==> config.mk <==
export PLATFORM = sky130hd
export DESIGN_NAME = ecmp_mod_pipe
export DESIGN_NICKNAME = d
export VERILOG_FILES = /design/src/design/ecmp_pkg.sv /design/src/design/ecmp_mod_pipe.sv
export SDC_FILE = /design/constraint.sdc
export NUM_CORES = 1
export LEC_CHECK = 0
export ABC_AREA = 1
export BUFFER_PORTS_ARGS = -buffer_cell sky130_fd_sc_hd__buf_4
export CAP_MARGIN = 0
export CORE_ASPECT_RATIO = 0.6
export CORE_MARGIN = 3
export CORE_UTILIZATION = 60
export DETAILED_ROUTE_END_ITERATION = 10
export GPL_ROUTABILITY_DRIVEN = 0
export PLACE_DENSITY = 0.78
export SETUP_SLACK_MARGIN = 0.3
export SLEW_MARGIN = 10
export SYNTH_ARGS = -nofsm -noshare
export SYNTH_HDL_FRONTEND = slang
export SYNTH_SLANG_ARGS = --single-unit
export TNS_END_PERCENT = 50
==> constraint.sdc <==
create_clock -name clk -period 14.8 [get_ports clk]
set_input_delay 1.48 -clock clk [delete_from_list [all_inputs] [get_ports clk]]
set_output_delay 1.48 -clock clk [all_outputs]
set_load 0.01 [all_outputs]
==> src/design/ecmp_pkg.sv <==
`timescale 1ns / 1ps

package ecmp_pkg;

    localparam int HASH_W = 32;
    localparam int CNT_W  = 7;
    localparam int IDX_W  = 6;
    localparam int PROT_W = 8;
    localparam int PORT_W = 16;

    localparam int MAX_PATHS = 64;

    localparam int IN_BITS   = 2 * HASH_W + PROT_W + 2 * PORT_W + CNT_W;
    localparam int S_DATA_W  = ((IN_BITS + 7) / 8) * 8;
    localparam int OUT_BITS  = IDX_W + HASH_W;
    localparam int M_DATA_W  = ((OUT_BITS + 7) / 8) * 8;

    localparam int HASH_STAGES    = 8;
    localparam int MOD_STAGES     = 4;
    localparam int BITS_PER_STAGE = HASH_W / MOD_STAGES;

    localparam logic [HASH_W-1:0] C1       = 32'hcc9e2d51;
    localparam logic [HASH_W-1:0] C2       = 32'h1b873593;
    localparam logic [HASH_W-1:0] MIX_ADD  = 32'he6546b64;
    localparam logic [HASH_W-1:0] F1       = 32'h85ebca6b;
    localparam logic [HASH_W-1:0] F2       = 32'hc2b2ae35;
    localparam logic [HASH_W-1:0] KEY_BYTES = 32'd12;

    localparam logic [PROT_W-1:0] PROTO_TCP  = 8'h06;
    localparam logic [PROT_W-1:0] PROTO_UDP  = 8'h11;
    localparam logic [PROT_W-1:0] PROTO_ACK  = 8'hfc;
    localparam logic [PROT_W-1:0] PROTO_NACK = 8'hfd;

    typedef struct packed {
        logic [HASH_W-1:0] src_addr;
        logic [HASH_W-1:0] dst_addr;
        logic [PROT_W-1:0] l3_protocol;
        logic [PORT_W-1:0] src_port;
        logic [PORT_W-1:0] dst_port;
        logic [CNT_W-1:0]  path_count;
    } hdr_t;

    typedef struct packed {
        logic [HASH_W-1:0] hash;
        logic [CNT_W-1:0]  divisor;
        logic              no_route;
    } hash_item_t;

endpackage

==> src/design/ecmp_mod_pipe.sv <==
`timescale 1ns / 1ps

module ecmp_mod_pipe
    import ecmp_pkg::*;
(
    input  logic             clk,
    input  logic             rst_n,
    input  logic             in_valid,
    output logic             in_ready,
    input  hash_item_t       in_item,
    output logic             out_valid,
    input  logic             out_ready,
    output logic [IDX_W-1:0] path_index,
    output logic [HASH_W-1:0] hash_value,
    output logic             no_route
);

    // restoring remainder, one dividend bit per step
    function automatic logic [CNT_W-1:0] rem_step(input logic [CNT_W-1:0] r_in,
                                                 input logic [BITS_PER_STAGE-1:0] bits,
                                                 input logic [CNT_W-1:0] d);
        logic [CNT_W:0]   t;
        logic [CNT_W-1:0] r;
        r = r_in;
        for (int b = BITS_PER_STAGE - 1; b >= 0; b--)
        begin
            t = {r, bits[b]};
            if (t >= {1'b0, d})
            begin
                t = t - {1'b0, d};
            end
            r = t[CNT_W-1:0];
        end
        return r;
    endfunction

    logic [MOD_STAGES-1:0] v_reg;
    logic [MOD_STAGES-1:0] en;

    logic [CNT_W-1:0]  r_reg  [MOD_STAGES];
    logic [HASH_W-1:0] h_reg  [MOD_STAGES];
    logic [CNT_W-1:0]  d_reg  [MOD_STAGES];
    logic              nr_reg [MOD_STAGES];

    logic [CNT_W-1:0]  r_in  [MOD_STAGES];
    logic [HASH_W-1:0] h_in  [MOD_STAGES];
    logic [CNT_W-1:0]  d_in  [MOD_STAGES];
    logic              nr_in [MOD_STAGES];

    always_comb
    begin
        en[MOD_STAGES-1] = !v_reg[MOD_STAGES-1] || out_ready;
        for (int i = MOD_STAGES - 2; i >= 0; i--)
        begin
            en[i] = !v_reg[i] || en[i+1];
        end
    end

    assign in_ready = en[0];

    always_comb
    begin
        r_in[0]  = '0;
        h_in[0]  = in_item.hash;
        d_in[0]  = in_item.divisor;
        nr_in[0] = in_item.no_route;
        for (int j = 1; j < MOD_STAGES; j++)
        begin
            r_in[j]  = r_reg[j-1];
            h_in[j]  = h_reg[j-1];
            d_in[j]  = d_reg[j-1];
            nr_in[j] = nr_reg[j-1];
        end
    end

    always_ff @(posedge clk or negedge rst_n)
    begin
        if (!rst_n)
        begin
            v_reg <= '0;
        end
        else
        begin
            if (en[0])
            begin
                v_reg[0] <= in_valid;
            end
            for (int i = 1; i < MOD_STAGES; i++)
            begin
                if (en[i])
                begin
                    v_reg[i] <= v_reg[i-1];
                end
            end
        end
    end

    always_ff @(posedge clk)
    begin
        for (int j = 0; j < MOD_STAGES; j++)
        begin
            if (en[j])
            begin
                r_reg[j]  <= rem_step(r_in[j],
                                      h_in[j][HASH_W-1-j*BITS_PER_STAGE -: BITS_PER_STAGE],
                                      d_in[j]);
                h_reg[j]  <= h_in[j];
                d_reg[j]  <= d_in[j];
                nr_reg[j] <= nr_in[j];
            end
        end
    end

    assign out_valid  = v_reg[MOD_STAGES-1];
    assign hash_value = h_reg[MOD_STAGES-1];
    assign no_route   = nr_reg[MOD_STAGES-1];
    assign path_index = nr_reg[MOD_STAGES-1] ? '0 : r_reg[MOD_STAGES-1][IDX_W-1:0];

endmodule

; Word level (Yosys, flattened, before mapping)
; Memories as Yosys holds them, arrays and structs flattened.
; Cells that the tools add are included.
[word_totals]
in_bits = 44
mem_bits_ro = 0
ramBits = 188
latchBits = 0
out_inout_bits = 41
memories = 4
regBits = 4
[op_classes]
bitwise = 0
n_mux = 73
magnitude_cmp = 32
n_reduce_logical = 8
addsub = 32
div_mod_pow = 0
shift = 0
multipliers = 0
eq_ne = 0
[mem_list]
columns = memory, words, width, read_ports, rd_ports_with_merged_regs, write_ports, line
row1 = h_reg, 4, 32, 4, 0, 4, ecmp_mod_pipe.sv:41  ; logic [HASH_W-1:0] h_reg [MOD_STAGES];
row2 = d_reg, 4, 7, 3, 0, 4, ecmp_mod_pipe.sv:42  ; logic [CNT_W-1:0] d_reg [MOD_STAGES];
row3 = r_reg, 4, 7, 4, 0, 4, ecmp_mod_pipe.sv:40  ; logic [CNT_W-1:0] r_reg [MOD_STAGES];
row4 = nr_reg, 4, 1, 4, 0, 4, ecmp_mod_pipe.sv:43  ; logic nr_reg [MOD_STAGES];
[op_table]
columns = cell, count
row1 = $mux W7, 64
row2 = $ge A8 B7 Y1, 31
row3 = $sub A7 B7 Y7, 31
row4 = $mux W1, 8
row5 = $ge A1 B7 Y1, 1
row6 = $sub A1 B7 Y7, 1
row7 = $mux W6, 1
row8 = $logic_not A1 Y1, 4
row9 = $logic_or A1 B1 Y1, 4

; Depth between registers and ports, before layout
; Gate-level depths: netlist (run 1).
[depth]
ltp_word = 27
depth_mapped = 95
ltp_nobuf = 94

; Least setup slack after synthesis (run 1)
; No wires, ideal clock.
[synth_path]
path_kind = register -> register
start = memory d_reg[1][1]
end = memory r_reg[2][1] (data pin)
setup_time_ns = 0.253
t_required_ns = 14.547
slack_ns = 1.817
period_less_slack_ns = 12.983
path_stages_with_launch = 81
t_arrival_ns = 12.730
cell_sequence = edfxtp_1 > inv_1 > fa_1 > nand2_1 > nand2_2 > nand2_1 > nand2_1 > nand2_2 > nand2_4 > o21ai_0 > inv_1 > fa_1 > inv_1 > nand2_1 > nand3_1 > nand2_1 > nand2_1 > inv_2 > [45 not listed] > fa_1 > o21ai_0 > a21oi_1 > o21bai_1 > nand2_1 > o311ai_0 > inv_1 > nand3_4 > o21ai_1 > fa_1 > nand3_1 > nand2_1 > a21oi_1 > o21bai_1 > a221oi_1 > nand3_2 > nand2_1 > nand2_1
[synth_lines]
columns = item, line
row1 = from (decl), ecmp_mod_pipe.sv:42
row2 = to (decl), ecmp_mod_pipe.sv:40

==> impl_metrics.tcl, run 1 <==
set metrics [dict create \
    status "complete, no violations" \
    r2r-start "d_reg[2][0]$_DFFE_PP_" \
    synth_area_leaders "edfxtp_1, ha_1, nand2_1" \
    cp.arrival_ns 13.77 \
    vias 15490 \
    io_buffers 84 \
    antenna_found_initial 0 \
    synth_top_area_cell "edfxtp_1" \
    worstSetupEndpoint "r_reg[3][0]$_DFFE_PP_" \
    crit_top_cell "nand2_1" \
    largest_reg_flops 128 \
    async_flop_share_pct 2.174 \
    critical_path.max_stage_delay_ns 0.47 \
    final.min_clock_period_ns 13.55 \
    start_util_pct 62.47 \
    clock_path_buffers 2 \
    die_w_um 227.3 \
    synth.net_count 2466 \
    final_max_slew_viol_count 0 \
    fp-row-count 47 \
    hold_path.class "flop to flop" \
    synth_area_sq_um 17630 \
    synth_edf_count 180 \
    ys_seq_area_share_pct 31.22 \
    ys_warn_count 0 \
    maxSlewHeadroom_pct 47.32 \
    tns_ns 0 \
    grt_max_degree 49 \
    diodes 0 \
    syn2layout_area_growth_pct 14.63 \
    insertion_delay_ns 0.47 \
    end_kind "flop" \
    core-area_sq_um 28230 \
    crit_fanout 11 \
    final-hold-violation-count 0 \
    fmax_mhz 73.80 \
    synth_top_flop_cell "edfxtp_1" \
    place_hpwl_mm 34.87 \
    worst-r2r-setup-slack_ns 1.25 \
    worstPathRequired_ns 15.02 \
    grt_pass1_vias 14800 \
    cts_sinks 184 \
    syn_area_per_cell_sq_um 8.118 \
    start_kind "flop" \
    finalWirelength_mm 45.85 \
    setup_viol 0 \
    rsz0062_at_grt "yes" \
    fin_skew_ns 0.01707 \
    tightest_slew_ns 0.7902 \
    drive_above_1_share_pct 16.17 \
    grt_pass1_wl_mm 73.43 \
    grt_usage_pct 28.88 \
    root_buffer "clkbuf_16" \
    synth_commonest_cells "nand2_1, inv_1, ha_1, edfxtp_1" \
    yosysTopAreaCellShare_pct 30.65 \
    numCtsBuffers 17 \
    dieArea_sq_um 31550 \
    drc 0 \
    post-route-util_pct 71.61 \
    r2r_cells 84 \
    cts_tree "built" \
    io_pins 85 \
    synth_most_common_cell "nand2_1" \
    clk_pin_slew_worst_paths_ns 0.08 \
    r2r-end "r_reg[3][0]$_DFFE_PP_" \
    overflow 0 \
    cts.htree.levels 4 \
    setup.worst_path.class "flop to flop" \
    yosys_register_bits 184 \
    crit_start "d_reg[2][0]$_DFFE_PP_" \
    ant_nets 0 \
    drv_cap 0 \
    crit_slowest_cell "fa_1" \
    dp_cells 2673 \
    min_period_over_period_pct 91.56 \
    synthesis.instances 2172 \
    first_pass_iters 6 \
    wl_per_cell_um 16.80 \
    drt-vias-per-instance 5.676 \
    ys_types 46 \
    fin_nets 2643 \
    finalNonFillerCells 2729 \
    drt_iter0_drc 1468 \
    dieHeight_um 138.8 \
]
## layout make-up
class	instances	area (sq um)
Clock buffer	19	432.9
Timing Repair Buffer	166	1246
Fill cell	2112	8014
Clock inverter	13	146.4
Sequential cell	184	5505
Multi-Input combinational cell	1619	11060
Tap cell	367	459.2
Inverter	361	1360
## kinds of logic (layout without fill, tap and decap cells)
| logic type | after synthesis | count (layout) | share of synthesized area (%) |
|---|---|---|---|
| and+or+nand+nor | 924 | 924 | 24.45 |
| buffers and inverters | 369 | 559 | 8.089 |
| AOI/OAI and AO/OA | 310 | 310 | 10.47 |
| adders and majority gates | 250 | 250 | 19.06 |
| DFF | 184 | 184 | 31.22 |
| xor gates and xnor gates | 135 | 135 | 6.705 |
## layer usage
layer,wire length [um],up-vias,GRT usage (%)
li1,-,7571,-
met1,21160,7253,42.49
met5,0,-,0
met3,3816,71,5.500
met2,20020,595,44.11
met4,847,0,6.926
## layout by cell type, fill, tap and decap left out, drive strengths merged, types with 7 or more instances in the layout
cell type / n
nor3: 12
or2: 12
clkbuf: 19
nand3b: 9
o21bai: 16
o21a: 8
nand2: 589
fa: 31
xor2: 88
edfxtp: 180
nand4: 28
xnor2: 47
o311ai: 7
inv: 363
clkinv: 9
a21o: 15
nand3: 163
nor2: 101
buf: 166
o21ai: 106
ha: 219
a21oi: 139
## worst max-delay path, delay by kind of cell (launching register included)
| family | cells | cell delay [ns] |
|---|---|---|
| adder cells (fa/ha/maj) | 9 | 3.23 |
| buffers and inverters | 12 | 1.38 |
| AO/OA/AOI/OAI | 27 | 4.48 |
| AND/OR/NAND/NOR | 36 | 3.82 |
| flip-flops | 1 | 0.33 |
## worst min path at each step
stage / start / cells after the start / end / slack [ns]
2_1_floorplan: h_reg[0][0]$_DFFE_PP_ / 0 / h_reg[1][0]$_DFFE_PP_ / 0.40
3_3_place_gp: h_reg[0][0]$_DFFE_PP_ / 0 / h_reg[1][0]$_DFFE_PP_ / 0.40
3_5_place_dp: h_reg[0][27]$_DFFE_PP_ / 0 / h_reg[1][27]$_DFFE_PP_ / 0.40
4_1_cts: h_reg[0][6]$_DFFE_PP_ / 0 / h_reg[1][6]$_DFFE_PP_ / 0.41
5_1_grt: h_reg[0][0]$_DFFE_PP_ / 0 / h_reg[1][0]$_DFFE_PP_ / 0.42
6_report: h_reg[0][6]$_DFFE_PP_ / 0 / h_reg[1][6]$_DFFE_PP_ / 0.41
## through the flow
stage / setup slack [ns] / area, sq um / hold slack, ns
global placement: 0.3886 / 19090 / 0.4007
floorplan: 1.817 / 17630 / 0.4003
detailed placement: 0.03242 / 19090 / 0.4045
global route: 0.1673 / 20210 / 0.4239
CTS: 0.3099 / 19680 / 0.4146
finish: 1.250 / 20210 / 0.4088
## what timing repair did
| item | CTS | global route |
|---|---|---|
| hold buffers | 0 | 0 |
| gates resized for setup | 5 | 107 |
| pin swaps | 0 | 21 |
| endpoints found under the setup margin | 13 | 27 |
| setup buffers | 0 | 24 |
Power of run 1 is not shown: default switching activity piles up to over one toggle a cycle in this logic, so the estimate is an artifact.
==> run 2, diff against run 1 <==
CORE_UTILIZATION = 25   (was 60)
PLACE_DENSITY = 0.36   (was 0.78)
==> impl_metrics.tcl, run 2 (synthesized netlist as in run 1, its figures left out) <==
set metrics [dict create \
    status "complete, no violations" \
    io_pins 85 \
    met2_usage_pct 19.95 \
    layout_common_cells "nand2_1, inv_1, buf_4" \
    end_kind "flop" \
    cts_hold_buf 0 \
    setup.worst_path.class "input pin to flop" \
    setup_viol 0 \
    final.min_clock_period_ns 13.32 \
    grt_usage_pct 14.90 \
    grt_util_met1_pct 24.26 \
    antenna_found_initial 0 \
    first_pass_iters 5 \
    final-hold-violation-count 0 \
    cts.htree.levels 4 \
    crit_fanout 8 \
    tightest_slew_ns 0.9390 \
    finalWirelength_mm 54.13 \
    grt_busiest_layer "met1" \
    rsz0062_at_grt "yes" \
    critical_path.max_stage_delay_ns 0.47 \
    root_buffer "clkbuf_16" \
    cp.arrival_ns 13.59 \
    diodes 0 \
    start_kind "input pin" \
    final_common_cell "nand2_1" \
    drt_iter0_drc 741 \
    fp-row-count 74 \
    worstPathRequired_ns 15.07 \
    numCtsBuffers 17 \
    hold_path.class "flop to flop" \
    fin_nets 2761 \
    ant_nets 0 \
    io_buffers 84 \
    vias 14970 \
    grt_max_degree 50 \
    insertion_delay_ns 0.50 \
    clock_path_buffers 2 \
    drive_above_1_share_pct 20.32 \
    place_hpwl_mm 42.68 \
    tns_ns 0 \
    maxSlewHeadroom_pct 37.40 \
    min_period_over_period_pct 90.00 \
    crit_top_cell "nand2_1" \
    largest_reg_flops 128 \
    wl_per_cell_um 15.96 \
    fmax_mhz 75.07 \
    drc 0 \
    core-area_sq_um 68890 \
    cts_sinks 184 \
    final_max_slew_viol_count 0 \
    start_util_pct 25.60 \
    dp_cells 3355 \
    overflow 0 \
    drv_cap 0 \
    fin_skew_ns 0.01487 \
    dieArea_sq_um 73860 \
    crit_slowest_cell "fa_1" \
    dieHeight_um 211.7 \
    grt_pass1_wl_mm 84.20 \
    grt_use_met3_pct 2.335 \
    die_w_um 348.9 \
    cts_tree "built" \
    finalNonFillerCells 3392 \
    drt-vias-per-instance 4.412 \
    grt_pass1_vias 14560 \
    clk_pin_slew_worst_paths_ns 0.08 \
    syn2layout_area_growth_pct 23.51 \
]
-- run 2: cell count changes in the layout (fill, tap and decap cells not counted), moves of 5 or more --
cell / delta
buf_4: +117
o21ai_2: +6
ha_1: +5
ha_2: -5
-- run 2: final timing paths --
| check | start | endpoint | slack (ns) | cells past startpoint |
|---|---|---|---|---|
| worst max-delay path | in_item[1] | r_reg[0][6]$_DFFE_PP_ | 1.48 | 73 |
| worst min-delay path | h_reg[1][24]$_DFFE_PP_ | h_reg[2][24]$_DFFE_PP_ | 0.41 | 0 |
| worst max register to register | d_reg[0][4]$_DFFE_PP_ | r_reg[1][2]$_DFFE_PP_ | 1.53 | 85 |
| worst min register to register | h_reg[1][24]$_DFFE_PP_ | h_reg[2][24]$_DFFE_PP_ | 0.41 | 0 |
| max in group asynchronous | rst_n | v_reg[1]$_DFFE_PN0P_ | 13.92 | 1 |
| min in group asynchronous | rst_n | v_reg[3]$_DFFE_PN0P_ | 0.76 | 1 |
-- run 2: final cells by class --
cell class / count / area, sq um
well taps: 912 / 1141
clock buffers: 17 / 425.4
fillers: 7384 / 47110
clock inverters: 15 / 158.9
flip-flops and latches: 184 / 5505
inverters: 361 / 1360
repair buffers: 283 / 2125
multi-input cells: 1620 / 11060
-- run 2: timing repair --
| action | 4_1_cts | 5_1_grt |
|---|---|---|
| endpoints found under the setup margin | 7 | 27 |
| gates resized for setup | 1 | 111 |
| pin swaps | 0 | 15 |
| buffers inserted | 0 | 4 |
| cloned | 0 | 1 |
-- run 2: per-layer routing --
| metal | vias to the layer above | share of wire (%) |
|---|---|---|
| met4 | 0 | 1.3 |
| met3 | 34 | 3.0 |
| li1 | 7821 | - |
| met1 | 6939 | 58 |
| met5 | - | 0 |
| met2 | 173 | 37 |
-- run 2: stage by stage --
stage | area [sq um] | hold WS (ns) | util (%) | setup slack [ns]
3_5_place_dp | 20810 | 0.4045 | 30.20 | -0.007939
4_1_cts | 21390 | 0.4129 | 31.05 | 0.3210
5_1_grt | 21780 | 0.4211 | 31.62 | 0.2578
6_report | 21780 | 0.4109 | 31.62 | 1.479
2_1_floorplan | 17630 | 0.4003 | - | 1.817
3_3_place_gp | 20810 | 0.4023 | 30.20 | 0.1590
-- run 2: worst max-delay path, delay by kind of cell --
family | cells | cell delay [ns]
and+or+nand+nor | 34 | 3.76
buffers and inverters | 10 | 1.04
AOI/OAI and AO/OA | 21 | 4.16
adders and majority gates | 8 | 3.11
Power of run 2 is left out for the same reason.
